`config.mk`:
```
export PLATFORM = sky130hd
export DESIGN_NAME = fsrm_ctrl
export DESIGN_NICKNAME = d
export VERILOG_FILES = /design/src/hw/rtl/fsrm_pkg.sv /design/src/hw/rtl/fsrm_ctrl.sv
export VERILOG_INCLUDE_DIRS = /design/src /design/src/hw/rtl
export SDC_FILE = /design/constraint.sdc
export NUM_CORES = 1
export LEC_CHECK = 0
export ABC_AREA = 0
export BUFFER_PORTS_ARGS = -buffer_cell sky130_fd_sc_hd__buf_2
export CORE_AREA = 2 2 39 41
export DETAILED_ROUTE_END_ITERATION = 12
export DIE_AREA = 0 0 41 43
export PLACE_DENSITY = 0.62
export SYNTH_ARGS = -nofsm -noshare
export SYNTH_HDL_FRONTEND = slang
export SYNTH_SLANG_ARGS = --single-unit
```
`constraint.sdc`:
```
create_clock -name aclk -period 1.1 [get_ports aclk]
set_input_delay 0 -clock aclk [delete_from_list [all_inputs] [get_ports aclk]]
set_output_delay 0 -clock aclk [all_outputs]
set_load 0.05 [all_outputs]
```
`src/hw/rtl/fixed_step_ray_march_wall_hit_macros.svh`:
```
// ----------------------------------------------------------------------------
// fixed step ray march wall hit - assertion macros
// concurrent check wrappers, compiled out when SYNTH is defined
// ----------------------------------------------------------------------------
`ifndef FIXED_STEP_RAY_MARCH_WALL_HIT_MACROS_SVH
`define FIXED_STEP_RAY_MARCH_WALL_HIT_MACROS_SVH

`ifndef SYNTH

// plain property check, disabled during reset
`define FSRM_ASSERT(lbl, clk, rstn, prop) \
    lbl: assert property (@(posedge clk) disable iff (!(rstn)) (prop)) \
        else $error("fsrm assertion failed");

// same-cycle implication
`define FSRM_ASSERT_IMPL(lbl, clk, rstn, ante, cons) \
    lbl: assert property (@(posedge clk) disable iff (!(rstn)) (ante) |-> (cons)) \
        else $error("fsrm implication failed");

// next-cycle implication
`define FSRM_ASSERT_NEXT(lbl, clk, rstn, ante, cons) \
    lbl: assert property (@(posedge clk) disable iff (!(rstn)) (ante) |=> (cons)) \
        else $error("fsrm next-cycle implication failed");

`else

`define FSRM_ASSERT(lbl, clk, rstn, prop)
`define FSRM_ASSERT_IMPL(lbl, clk, rstn, ante, cons)
`define FSRM_ASSERT_NEXT(lbl, clk, rstn, ante, cons)

`endif

`endif

```
`src/hw/rtl/fsrm_pkg.sv`:
```
// ----------------------------------------------------------------------------
// fsrm_pkg
// shared types, widths and constants of the fixed step ray marcher
// ----------------------------------------------------------------------------
`timescale 1ns / 1ps

package fsrm_pkg;

    // map geometry defaults
    localparam int MAP_WIDTH_DEF  = 64;
    localparam int MAP_HEIGHT_DEF = 64;

    // field widths
    localparam int IDX_W   = 6;   // tile column / row
    localparam int TILE_W  = 8;   // tile type
    localparam int POS_W   = 22;  // q6.16 origin
    localparam int DIR_W   = 16;  // signed q1.14 direction
    localparam int STEP_W  = 16;  // q0.16 step
    localparam int LIM_W   = 21;  // q5.16 limit
    localparam int DIST_W  = 22;  // q6.16 march distance, room for one overshoot
    localparam int U_W     = 17;  // texture coordinate, 0..65536
    localparam int FRAC_W  = 16;
    localparam int COORD_W = 24;  // signed q8.16 test coordinate
    localparam int CELL_W  = COORD_W - FRAC_W;
    localparam int DSTEP_W = DIR_W + STEP_W + 1;   // dir * step
    localparam int PROD_W  = 38;                   // dir * d, exact q.30
    localparam int DIR_SH  = 14;                   // q.30 -> q.16
    localparam int ADDR_CALC_W = 2 * IDX_W + 1;

    // register reset values
    localparam logic [STEP_W-1:0] STEP_SIZE_RST = 16'd492;
    localparam logic [LIM_W-1:0]  MAX_DIST_RST  = 21'd1966080;

    // configuration port
    localparam int APB_AW = 3;
    localparam int APB_DW = 32;

    typedef enum logic [0:0] {
        REG_STEP_SIZE = 1'b0,
        REG_MAX_DIST  = 1'b1
    } reg_idx_t;

    typedef enum logic [0:0] {
        CMD_WRITE = 1'b0,
        CMD_CAST  = 1'b1
    } item_cmd_t;

    typedef enum logic [3:0] {
        ST_CLEAR,
        ST_IDLE,
        ST_WRITE,
        ST_INIT,
        ST_STEP,
        ST_PROBE,
        ST_DONE_WRITE,
        ST_DONE_HIT,
        ST_DONE_MISS
    } state_t;

    typedef enum logic [1:0] {
        RES_WRITE,
        RES_HIT,
        RES_MISS
    } res_kind_t;

    // controller -> datapath
    typedef struct packed {
        logic      clear_en;
        logic      capture_en;
        logic      write_en;
        logic      init_en;
        logic      step_en;
        logic      probe_en;
        logic      load_out;
        res_kind_t kind;
    } dp_cmd_t;

    // datapath -> controller
    typedef struct packed {
        logic clear_last;
        logic wall;
        logic at_limit;
    } dp_status_t;

endpackage

```
`src/hw/rtl/fsrm_ctrl.sv`:
```
// ----------------------------------------------------------------------------
// fsrm_ctrl
// sequencer: map clear, tile write, march loop and result hand-off
// ----------------------------------------------------------------------------
`timescale 1ns / 1ps
`include "fixed_step_ray_march_wall_hit_macros.svh"

module fsrm_ctrl
    import fsrm_pkg::*;
(
    input  logic       aclk,
    input  logic       aresetn,
    input  logic       s_tvalid,
    output logic       s_tready,
    input  item_cmd_t  s_cmd,
    output logic       m_tvalid,
    input  logic       m_tready,
    output dp_cmd_t    cmd,
    input  dp_status_t status
);

    state_t state_reg;
    state_t state_next;
    logic   m_valid_reg;
    logic   m_valid_next;
    logic   out_free;

    assign out_free = !m_valid_reg || m_tready;
    assign m_tvalid = m_valid_reg;

    always_ff @(posedge aclk) begin
        if (!aresetn) begin
            state_reg   <= ST_CLEAR;
            m_valid_reg <= 1'b0;
        end else begin
            state_reg   <= state_next;
            m_valid_reg <= m_valid_next;
        end
    end

    always_comb begin
        state_next = state_reg;
        s_tready   = 1'b0;
        cmd        = '0;
        cmd.kind   = RES_WRITE;
        unique case (state_reg)
            ST_CLEAR: begin
                cmd.clear_en = 1'b1;
                if (status.clear_last) begin
                    state_next = ST_IDLE;
                end
            end
            ST_IDLE: begin
                s_tready = 1'b1;
                if (s_tvalid) begin
                    cmd.capture_en = 1'b1;
                    state_next     = (s_cmd == CMD_CAST) ? ST_INIT : ST_WRITE;
                end
            end
            ST_WRITE: begin
                cmd.write_en = 1'b1;
                state_next   = ST_DONE_WRITE;
            end
            ST_INIT: begin
                cmd.init_en = 1'b1;
                state_next  = ST_STEP;
            end
            ST_STEP: begin
                if (status.wall) begin
                    state_next = ST_DONE_HIT;
                end else if (status.at_limit) begin
                    state_next = ST_DONE_MISS;
                end else begin
                    cmd.step_en = 1'b1;
                    state_next  = ST_PROBE;
                end
            end
            ST_PROBE: begin
                cmd.probe_en = 1'b1;
                state_next   = ST_STEP;
            end
            ST_DONE_WRITE, ST_DONE_HIT, ST_DONE_MISS: begin
                cmd.kind = (state_reg == ST_DONE_HIT)  ? RES_HIT :
                           (state_reg == ST_DONE_MISS) ? RES_MISS : RES_WRITE;
                if (out_free) begin
                    cmd.load_out = 1'b1;
                    state_next   = ST_IDLE;
                end
            end
            default: begin
                state_next = ST_IDLE;
            end
        endcase
    end

    always_comb begin
        if (cmd.load_out) begin
            m_valid_next = 1'b1;
        end else if (m_tready) begin
            m_valid_next = 1'b0;
        end else begin
            m_valid_next = m_valid_reg;
        end
    end

    `FSRM_ASSERT_IMPL(a_load_slot_free, aclk, aresetn, cmd.load_out, out_free)
    `FSRM_ASSERT_IMPL(a_step_only_live, aclk, aresetn, cmd.step_en, !status.wall && !status.at_limit)
    `FSRM_ASSERT_NEXT(a_clear_exit, aclk, aresetn, state_reg == ST_CLEAR && status.clear_last, state_reg == ST_IDLE)

endmodule
```
; After elaboration in Yosys (flattened, before gate mapping)
; Index checks and enable logic that the tools add are counted.
[op_classes]
addsub = 0
mul = 0
div_mod_pow = 0
n_lt_le_gt_ge = 0
n_eq_ne = 11
n_shift = 0
muxes = 23
bitwise_logic = 0
reduce_logical = 7
[ops]
columns = operator, n
row1 = 4-bit one-hot mux with 6 select lines, 1
row2 = 4-bit two-way mux, 5
row3 = "4-bit by 3-bit == test with 1-bit output, second input constant", 4
row4 = 1-bit two-way mux, 14
row5 = "4-bit by 2-bit == test with 1-bit output, second input constant", 2
row6 = "2-bit != test, second input constant", 3
row7 = "4-bit by 1-bit == test with 1-bit output, second input constant", 1
row8 = "4-bit == test, second input constant", 1
row9 = 4-bit zero test, 1
row10 = 2-bit two-way mux, 2
row11 = 3-bit two-way mux, 1
row12 = 3-bit AND reduction, 1
row13 = 3-bit OR reduction, 1
row14 = 2-bit nonzero test, 1
row15 = 2-bit OR reduction, 1
row16 = 1-bit zero test, 1
row17 = 1-bit logical OR, 1
[word_totals]
regBits = 5
latchBits = 0
mem_bits_rw = 0
romBits = 0
in_bits = 8
out_inout_bits = 11
elab_cells = 43
memories = 0

; Logic depth before layout (Yosys ltp)
; Gate-level depths: netlist of the first run.
[logic_depth]
ltp_word = 5
depth_mapped = 6
ltp_nobuf = 4

; Worst setup path after synthesis of the first run
; OpenSTA, ideal clock, no wires.
[synth_timing]
path_type = flip-flop to flip-flop
from = register state_reg[3]
to = register state_reg[0]
setup_time_ps = 129
arrival_ps = 2247
required_ps = 971
path_slack_ps = -1276
path_stages_with_launch = 6
path_buffers = 1
period_less_slack_ps = 2376
path_cell_list = dfxtp_1 -> buf_6 -> nor4_1 -> nand2b_1 -> nand2_1 -> a311oi_1
[synth_via]
elab_chain_cells = 4
word_cells_on_any_way = 16
classes_between = eq/ne (11) / mux (1) / reduce/logical (4)
[synth_lines]
columns = item, line_no
row1 = from (decl), fsrm_ctrl.sv:22  ; state_t state_reg;
row2 = from (signal assigned), fsrm_ctrl.sv:36  ; state_reg <= state_next;
row3 = 4-bit by 3-bit == test with 1-bit output or 4-bit == test (tied branches), fsrm_ctrl.sv:46  ; unique case (state_reg)
row4 = 3-bit OR reduction, fsrm_ctrl.sv:46
row5 = 2-bit != test (no source line), -
row6 = 3-bit AND reduction (no source line), -
; Several ways; a longest one is shown, not always the timed one.
; A chain may end at the register's enable or synchronous reset.

==> key figures, run 1 <==
Final layout
  • Most common cell after layout, fill and taps aside: buf_6
  • Number of flip-flops in the largest register: 4
  • Most frequent cells in the layout: buf_6 (17), buf_4 (9), buf_2 (8)
  • Post-route insts no fill: 107
  • Layout cell share with drive strength beyond 1: 79.12%
  • Util after Layout: 69.71%
  • Layout net count: 100
  • Syn-to-layout area delta: 131.5%
  • N_diodes: 0

Floorplanning
  • # IOs: 19
  • Die H: between 40 and 50 um
  • Die area: 1763 um^2
  • Core ar.: about 1400 um^2
  • Chip width: 41 um
  • # rows: 14
  • Starting Density: roughly 30%

Yosys
  • Synthesized netlist net count: 61
  • Synth Instances: between 50 and 60
  • Dominant cells by area after synthesis: dfxtp_1 (24%), nand2b_1 (6.0%), buf_4 (5.4%)
  • YS warnings: 0
  • Syn Area/Cell: 7.861 um^2
  • Share of the synthesized area in the top cell type: between 20 and 25%
  • Flops & latches, synth: 5
  • Netlist Area Pre-Place: 416.7 um^2
  • Cell taking the most area after synthesis: dfxtp_1
  • Count of unique library cells instantiated by Yosys: 25
  • Post-synthesis sequential area ratio: between 20% and 30%

GRT
  • Overflow after GRT: 0
  • Largest net degree at the start of global routing: 8
  • First-pass GRT wire length: 2608 um
  • Tot GR Track Use: 22.16%
  • Number of global-route vias before repair: approximately 580
  • Initial antenna violation count: 0

Placed design
  • Post-placement cell count: 95
  • Hpwl dp: 946.1 um
  • PortBufs: 18
  • Final GP Congestion: a little under 0.9
  • Place WS: -0.1203 ns

Critical path
  • Crit end category: output port
  • Crit path largest cell delay: 0.39 ns
  • Crit path max fanout: 7
  • Crit Path Category: reg -> out
  • Top Family by Delay on Critical Path: simple AND/OR/NAND/NOR gates
  • Cells along the critical path: nor4b_4, nor3b_4, buf_6
  • Crit-path slowest cell: dfxtp_4
  • Crit start category: flip-flop
  • Worst path buffer plus inverter count: 1
  • Arrival time worst endpoint: 1.35 ns
  • WP data required: between 1 and 1.5 ns

Power
  • Leakage: 0.3932 nW
  • Power Total: 0.001304 W
  • Power density over the cells: about 1400 nW/um^2
  • Peak supply drop: 0.8331 mV

Clock tree
  • Worst-skew pair later-pin latency: 0.25 ns
  • Clk pin slew, worst setup/hold paths: ~0.060 ns
  • CTS sink cnt: 5
  • CTS tree: yes
  • Clock buffer count from CTS: 3
  • CTS root buf: clkbuf_4
  • CTS max path bufs: 2
  • H-tree depth: 1

Timing
  • Max Fclk: 0.7412 GHz
  • Final Cycle Share: 122.6%
  • Worst setup margin: -0.2491 ns
  • Slew headroom: 78.92%
  • Final Hold Fails: 0
  • RSZ-0062 raised after global routing: yes
  • Worst clock skew: 0.007826 ns
  • Least-Margin Pin Slew: 0.3156 ns
  • Slew Limit Fails: 0
  • Period minus WS final: 1.349 ns
  • Final setup viols: 15
  • TNS Setup: -2.183 ns

Flow run
  • Max_cap viols: 0

Detailed routing
  • Routed vias/inst: 5.495
  • First-pass iteration count of the detailed router: 4
  • WL final: around 1800 um
  • Drt first-iter violations: 6
  • Post-route ant nets: 0
  • DRC viols: 0
  • Wire length per cell: 16.95 um
  • Vias: 588

Worst hold path
  • Worst min path class: in -> reg

Outcome
  • Failing checks: negative setup slack
  • Status: finished with violations
[stage by stage]
step	hold WS [ns]	cell area (um^2)
2_1_floorplan	0.06424	516.7
3_3_place_gp	0.2817	668.1
3_5_place_dp	0.2739	668.1
4_1_cts	0.009644	872.1
5_1_grt	0.001210	964.7
6_report	0.008287	964.7
[path summary, 6_finish.rpt]
check        cells past startpoint            to          from  slack (ns)
max                              3        cmd[4]  state_reg[1]       -0.25
min                              2  state_reg[1]       aresetn       0.008
max reg2reg                      6  state_reg[0]  state_reg[1]       -0.20
min reg2reg                      2      m_tvalid      m_tvalid        0.57
[power by group]
group          internal (W)  switching (W)
clock network      0.000139      0.0000970
registers          0.000208      0.0000630
logic              0.000387       0.000411
[routing by layer]
layer  part of all wire [%]  track usage, %  routed length [um]  up-vias
met1                     40           26.62                 722      288
met2                     54           35.63                 971       31
met4                   0.50           8.000                   9        0
met3                    6.1           6.283                 111        2
li1                       -               -                   -      267
met5                      0               0                   0        -
[synth_stat cells]
master	number
nor2_1	5
inv_1	1
a21boi_1	1
nor3b_1	2
a22oi_1	1
o21ai_0	2
nor4_1	1
nor2b_1	3
nor3_1	4
nand2_1	4
a311oi_1	1
inv_2	1
o31ai_1	1
nor4b_2	1
nand2_2	1
mux2_2	1
a21oi_1	3
nand2b_1	4
and2_1	2
nor4_2	1
nor2b_4	1
a32oi_1	2
buf_4	3
dfxtp_1	5
buf_6	2
[worst reg2reg max path: cells and delay by family, from the launching register on]
| family | cells | cell delay (ns) |
|---|---|---|
| compound gates | 2 | 0.43 |
| flops | 1 | 0.42 |
| buf+inv | 2 | 0.24 |
| simple gates | 2 | 0.11 |
[cell families after synthesis]
family / share of synthesized area [%]
AOI/OAI and AO/OA: 17.72
buffers and inverters: 12.61
DFF: 24.02
muxes: 2.703
and+or+nand+nor: 42.94
[cell type report]
type,instances,area (um^2)
Multi-Input combinational cell,41,417.9
Tap cell,16,20.02
Inverter,2,10.01
Clock buffer,4,26.28
Sequential cell,5,116.4
Fill cell,90,419.2
Timing Repair Buffer,39,374.1
[timing repair]
| action | in CTS | in global routing |
|---|---|---|
| resized for setup | 38 | 21 |
| pin swaps | 4 | 12 |
| endpoints found under the setup margin | 13 | 15 |
| setup buffers | 6 | 4 |
| hold buffers | 0 | 0 |
No activity file was read; power rests on OpenSTA's default activity.
==> inputs of run 2 (changes only) <==
GPL_TIMING_DRIVEN = 0   (was not set)
==> run 2 against run 1 <==
Against the previous run:
- the flow still finishes with violations (negative setup slack)
- sequential cell count unchanged
- sequential share of layout area down 0.88 points
- utilization up 3.9 points
- design area up 5.6%
- maximum frequency down 5.9%
- worst setup slack worse by 0.084 ns
- register-to-register slack about the same
- sequential power down 12%
- die area unchanged
- clock power down 3%
- via count down 7.0%
- critical path depth up 1
- largest cell class unchanged
==> key figures, run 2 (synthesized netlist as in run 1, its figures left out) <==
Critical path
  • Critical R2R Launch: state_reg[0]
  • Crit path max fanout: 4 (-3)
  • Top Family by Delay on Critical Path: simple AND/OR/NAND/NOR gates
  • Arrival time worst endpoint: 1.43 ns (+0.08 ns)
  • Worst R2R Setup Slack: -0.19 ns (about the same)
  • Crit-path slowest cell: dfxtp_4
  • Worst path buffer plus inverter count: 2 (+1)
  • Worst reg2reg path endpoint: state_reg[1]
  • Crit start category: flip-flop
  • Worst setup path startpoint: state_reg[0]
  • Cells along the critical path: buf_8, nor4b_4, nor3b_4, buf_6
  • WP data required: 1.10 ns (about the same)
  • Stages on worst setup path: 4 (+1)
  • Crit Path Category: reg -> out
  • Worst R2R Path Depth: 6 (unchanged)
  • Crit end category: output port
  • Crit path largest cell delay: 0.34 ns (-0.05 ns)
  • Crit path to: cmd[4]

GRT
  • Initial antenna violation count: 0 (unchanged)
  • First-pass GRT wire length: 2352 um (-9.8%)
  • Tot GR Track Use: 20.10% (-2.1 points)
  • Number of global-route vias before repair: 534 (-7.8%)
  • Overflow after GRT: 0 (unchanged)
  • Largest net degree at the start of global routing: 11 (+3)

Power
  • Power density over the cells: 1343 nW/um^2 (-0.68%)
  • Peak supply drop: 0.8140 mV (-2.3%)
  • Leakage: 0.4256 nW (+8.3%)

Outcome
  • Failing checks: negative setup slack
  • Status: finished with violations

Final layout
  • FILL cells: 92 (+2.2%)
  • N_diodes: 0 (unchanged)
  • Syn-to-layout area delta: 144.4%
  • Most common cell after layout, fill and taps aside: buf_6
  • Most frequent cells in the layout: buf_6 (17), buf_2 (8), buf_4 (8)
  • Post-route insts no fill: 109 (+1.9%)
  • Layout cell share with drive strength beyond 1: 80.65% (+1.5 points)
  • Layout net count: 102 (+2.0%)
  • Number of flip-flops in the largest register: 4 (unchanged)
  • Final Instance Area: 1018 um^2 (+5.6%)

Detailed routing
  • Wire length per cell: 14.58 um (-14%)
  • DRC viols: 0 (unchanged)
  • Drt first-iter violations: 12 (+6)
  • Routed vias/inst: 5.018 (-8.7%)
  • First-pass iteration count of the detailed router: 4 (unchanged)
  • Vias: 547 (-7.0%)
  • Post-route ant nets: 0 (unchanged)
  • WL final: 1589 um (-12%)

Clock tree
  • CTS max path bufs: 2 (unchanged)
  • CTS root buf: clkbuf_4
  • CTS tree: yes
  • Worst-skew pair later-pin latency: 0.26 ns (about the same)
  • H-tree depth: 1 (unchanged)
  • CTS sink cnt: 5 (unchanged)
  • Clk pin slew, worst setup/hold paths: 0.04 ns (-0.02 ns)
  • Clock buffer count from CTS: 3 (unchanged)

Worst hold path
  • Hold path startpoint: aresetn
  • Worst min path class: in -> reg

Floorplanning
  • Starting Density: 30.11% (unchanged)
  • Die H: 43 um (unchanged)
  • # IOs: 19 (unchanged)
  • Core ar.: 1384 um^2 (unchanged)
  • # rows: 14 (unchanged)
  • Chip width: 41 um (unchanged)
  • Die area: 1763 um^2 (unchanged)

Placed design
  • PortBufs: 18 (unchanged)
  • Area of placed instances: 626.9 um^2 (-6.2%)
  • Post-placement cell count: 87 (-8.4%)
  • Final GP Congestion: 0.7774 (-12%)
  • Place WS: -0.2711 ns (-0.1508 ns)
  • Hpwl dp: 775 um (-18%)

Timing
  • Final Cycle Share: 130.3% (+7.6 points)
  • Final Hold Fails: 0 (unchanged)
  • Least-Margin Pin Slew: 0.3371 ns (+0.02152 ns)
  • RSZ-0062 raised after global routing: yes
  • Slew Limit Fails: 0 (unchanged)
  • Worst clock skew: 0.002079 ns (-0.005747 ns)
  • Worst setup margin: -0.3331 ns (-0.08404 ns)
  • Final setup viols: 15 (unchanged)
  • Period minus WS final: 1.433 ns (+0.08404 ns)
  • Slew headroom: 77.48% (-1.4 points)
  • Max Fclk: 0.6978 GHz (-5.9%)

Flow run
  • Max_cap viols: 0 (unchanged)
## run 2: how the worst min path moves through the flow
stage                              end  cells after the start  slack [ns]
after global routing      state_reg[0]                      3        0.02
final                     state_reg[0]                      3       0.004
after global placement    state_reg[0]                      3        0.26
after detailed placement  state_reg[0]                      3        0.26
after floorplan                 cmd[4]                      1        0.06
after CTS                 state_reg[0]                      3       0.007
## run 2: per-stage QoR
stage	TNS, ns	utilization, %	power [W]	hold slack, ns
finish	-2.624	73.60	0.001367	0.003592
global placement	-1.142	45.30	0.0007396	0.2578
floorplan	-2.890	-	0.0006549	0.06424
global route	-3.313	73.60	0.001424	0.01617
detailed placement	-1.151	45.30	0.0007416	0.2556
CTS	-2.182	65.46	0.001225	0.006710
## run 2: area by class of cell
class | count | area [um^2] | area share [%]
plain buffers | 4 | 61.31 | 6.020
inverters | 2 | 10.01 | 0.9828
flip-flops and latches | 5 | 113.9 | 11.18
clock buffers | 4 | 26.28 | 2.580
well taps | 16 | 20.02 | 1.966
multi-input cells | 41 | 426.7 | 41.89
repair buffers | 37 | 360.3 | 35.38
## run 2: worst reg2reg max path, cell delays in order (launching register included)
cell and delay (ns):
dfxtp_4 0.35, buf_8 0.12, buf_12 0.13, nand2_2 0.05, mux2_4 0.27, o31ai_2 0.16, and2_1 0.15
## run 2: repair_timing
item | in CTS | in global routing
endpoints found under the setup margin | 14 | 15
resized for setup | 41 | 18
pin swaps | 9 | 9
setup buffers | 16 | 6
hold buffers | 0 | 0
## run 2: where the power goes
part / total [W] / internal (W) / switching, W
Combinational: 0.000901 / 0.000454 / 0.000447
Sequential: 0.000238 / 0.000209 / 0.0000281
Clock: 0.000229 / 0.000138 / 0.0000911
Total: 0.00137 / 0.000802 / 0.000566
## run 2: metal layers
| layer | GRT usage [%] | share of wire (%) | wire, um |
|---|---|---|---|
| met1 | 27.42 | 46 | 730 |
| met2 | 28.75 | 49 | 785 |
| met3 | 1.571 | 2.5 | 39 |
| met4 | 13.33 | 2.1 | 34 |
| met5 | 0 | 0 | 0 |
==> inputs of run 3 (changes only) <==
BUFFER_PORTS_ARGS = not set   (was -buffer_cell sky130_fd_sc_hd__buf_2)
DONT_BUFFER_PORTS = 1   (was not set)
PLACE_DENSITY = 0.5   (was 0.62)
SKIP_LAST_GASP = 1   (was not set)
==> run 3 against run 2 <==
Against the previous run:
- the flow still finishes with violations (negative setup slack)
- sequential share of layout area up 3.4 points
- critical path depth up 1
- sequential cell count unchanged
- die area unchanged
- first-iteration DRC count down 17%
- power down 17%
- worst hold slack better by 0.014 ns
- clock power down 8%
- design area down 23%
- via count down 14%
==> key figures, run 3 (synthesized netlist as in run 1, its figures left out) <==
Outcome
  • Status: finished with violations
  • Failing checks: negative setup slack

GRT
  • Number of global-route vias before repair: 445 (-17%)
  • First-pass GRT wire length: 1794 um (-24%)
  • Largest net degree at the start of global routing: 11 (unchanged)
  • Tot GR Track Use: 15.39% (-4.7 points)
  • Overflow after GRT: 0 (unchanged)
  • Initial antenna violation count: 0 (unchanged)

Placed design
  • Post-placement cell count: 69 (-21%)
  • Hpwl dp: 747.2 um (-3.6%)
  • Final GP Congestion: 0.7916 (+1.8%)
  • PortBufs: 0 (-18)
  • Place WS: -0.5901 ns (-0.3190 ns)

Clock tree
  • Worst-skew pair later-pin latency: 0.24 ns (-0.02 ns)
  • CTS root buf: clkbuf_4
  • Clk pin slew, worst setup/hold paths: 0.04 ns (about the same)
  • CTS tree: yes
  • Clock buffer count from CTS: 3 (unchanged)
  • H-tree depth: 1 (unchanged)
  • CTS sink cnt: 5 (unchanged)
  • CTS max path bufs: 2 (unchanged)

Final layout
  • Layout net count: 82 (-20%)
  • Layout cell share with drive strength beyond 1: 64.38% (-16 points)
  • Post-route insts no fill: 89 (-18%)
  • FILL cells: 129 (+40%)
  • Syn-to-layout area delta: 87.69%
  • N_diodes: 0 (unchanged)
  • Most common cell after layout, fill and taps aside: buf_6
  • Number of flip-flops in the largest register: 4 (unchanged)
  • Most frequent cells in the layout: buf_6 (9), buf_4 (8)

Flow run
  • Max_cap viols: 0 (unchanged)

Timing
  • Max Fclk: 0.5489 GHz (-21%)
  • Final setup viols: 14 (-1)
  • TNS Setup: -5.887 ns (-3.263 ns)
  • Slew headroom: 42.91% (-35 points)
  • Final Hold Fails: 0 (unchanged)
  • Worst clock skew: 0.003572 ns (+0.001493 ns)
  • Slew Limit Fails: 0 (unchanged)
  • Final Cycle Share: 165.6% (+35 points)
  • Least-Margin Pin Slew: 0.8499 ns (+0.5128 ns)
  • RSZ-0062 raised after global routing: yes
  • Period minus WS final: 1.822 ns (+0.3886 ns)
  • Worst setup margin: -0.7217 ns (-0.3886 ns)

Floorplanning
  • Die H: 43 um (unchanged)
  • # IOs: 19 (unchanged)
  • Starting Density: 30.11% (unchanged)
  • Die area: 1763 um^2 (unchanged)
  • # rows: 14 (unchanged)
  • Core ar.: 1384 um^2 (unchanged)
  • Chip width: 41 um (unchanged)

Detailed routing
  • First-pass iteration count of the detailed router: 4 (unchanged)
  • Post-route ant nets: 0 (unchanged)
  • Routed vias/inst: 5.315 (+5.9%)
  • Drt first-iter violations: 10 (-2)
  • DRC viols: 0 (unchanged)
  • Wire length per cell: 13.10 um (-10%)
  • WL final: 1166 um (-27%)
  • Vias: 473 (-14%)

Critical path
  • Crit start category: flip-flop
  • WP data required: 1.10 ns (about the same)
  • Arrival time worst endpoint: 1.82 ns (+0.39 ns)
  • Crit end category: output port
  • Crit Path Category: reg -> out
  • Crit path max fanout: 3 (-1)

Power
  • Peak supply drop: 0.6246 mV (-23%)
  • Leakage: 0.2876 nW (-32%)
  • Power density over the cells: 1452 nW/um^2 (+8.2%)

Worst hold path
  • Worst min path class: in -> reg
## run 3: stage by stage
stage          cell area (um^2)  hold WS, ns  util, %  total power, W
2_1_floorplan             516.7      0.06424        -       0.0006549
3_3_place_gp              536.8      0.06614    38.79       0.0006993
3_5_place_dp              536.8      0.06636    38.79       0.0006987
4_1_cts                   674.4      0.01641    48.73        0.001029
5_1_grt                   782.0      0.03239    56.51        0.001212
6_report                  782.0      0.01784    56.51        0.001136
## run 3: where the power goes
part	leakage [nW]	switching, W	internal (W)	total, W
Sequential	0.0438	0.0000308	0.000206	0.000237
Clock	0.0150	0.0000737	0.000137	0.000211
Combinational	0.229	0.000373	0.000315	0.000689
Total	0.288	0.000478	0.000658	0.00114
## run 3: worst paths after layout
path	from	end	slack, ns	cells past startpoint
hold / removal	status[1]	state_reg[1]	0.02	3
setup / recovery	state_reg[0]	cmd[2]	-0.72	5
hold reg to reg	state_reg[3]	state_reg[2]	0.57	2
setup reg to reg	state_reg[0]	state_reg[3]	-0.51	4
## run 3: cell type report
| cell class | instances | area (um^2) | share of cell area, % |
|---|---|---|---|
| Timing Repair Buffer | 16 | 147.6 | 18.88 |
| Clock buffer | 4 | 26.28 | 3.360 |
| Inverter | 2 | 12.51 | 1.600 |
| Sequential cell | 5 | 113.9 | 14.56 |
| Buffer | 5 | 73.82 | 9.440 |
| Multi-Input combinational cell | 41 | 387.9 | 49.60 |
| Tap cell | 16 | 20.02 | 2.560 |
## run 3: routing by layer
metal	global-route usage, %	vias up	share of wire, %
li1	-	230	-
met1	18.12	224	38
met2	23.75	19	54
met3	7.853	0	8.0
met4	4.000	0	0
met5	0	-	0
## run 3: timing repair
item	4_1_cts	5_1_grt
setup buffers	12	5
hold buffers	2	0
pin swaps	10	9
hold endpoints to repair	5	0
endpoints found under the setup margin	14	15
gates resized for setup	6	18
## run 3: worst max-delay path: stages, from the launching register on
cell and delay, ns:
dfxtp_2 0.32, buf_6 0.12, nor4_4 0.75, a21oi_2 0.06, nor2_1 0.16, buf_6 0.17
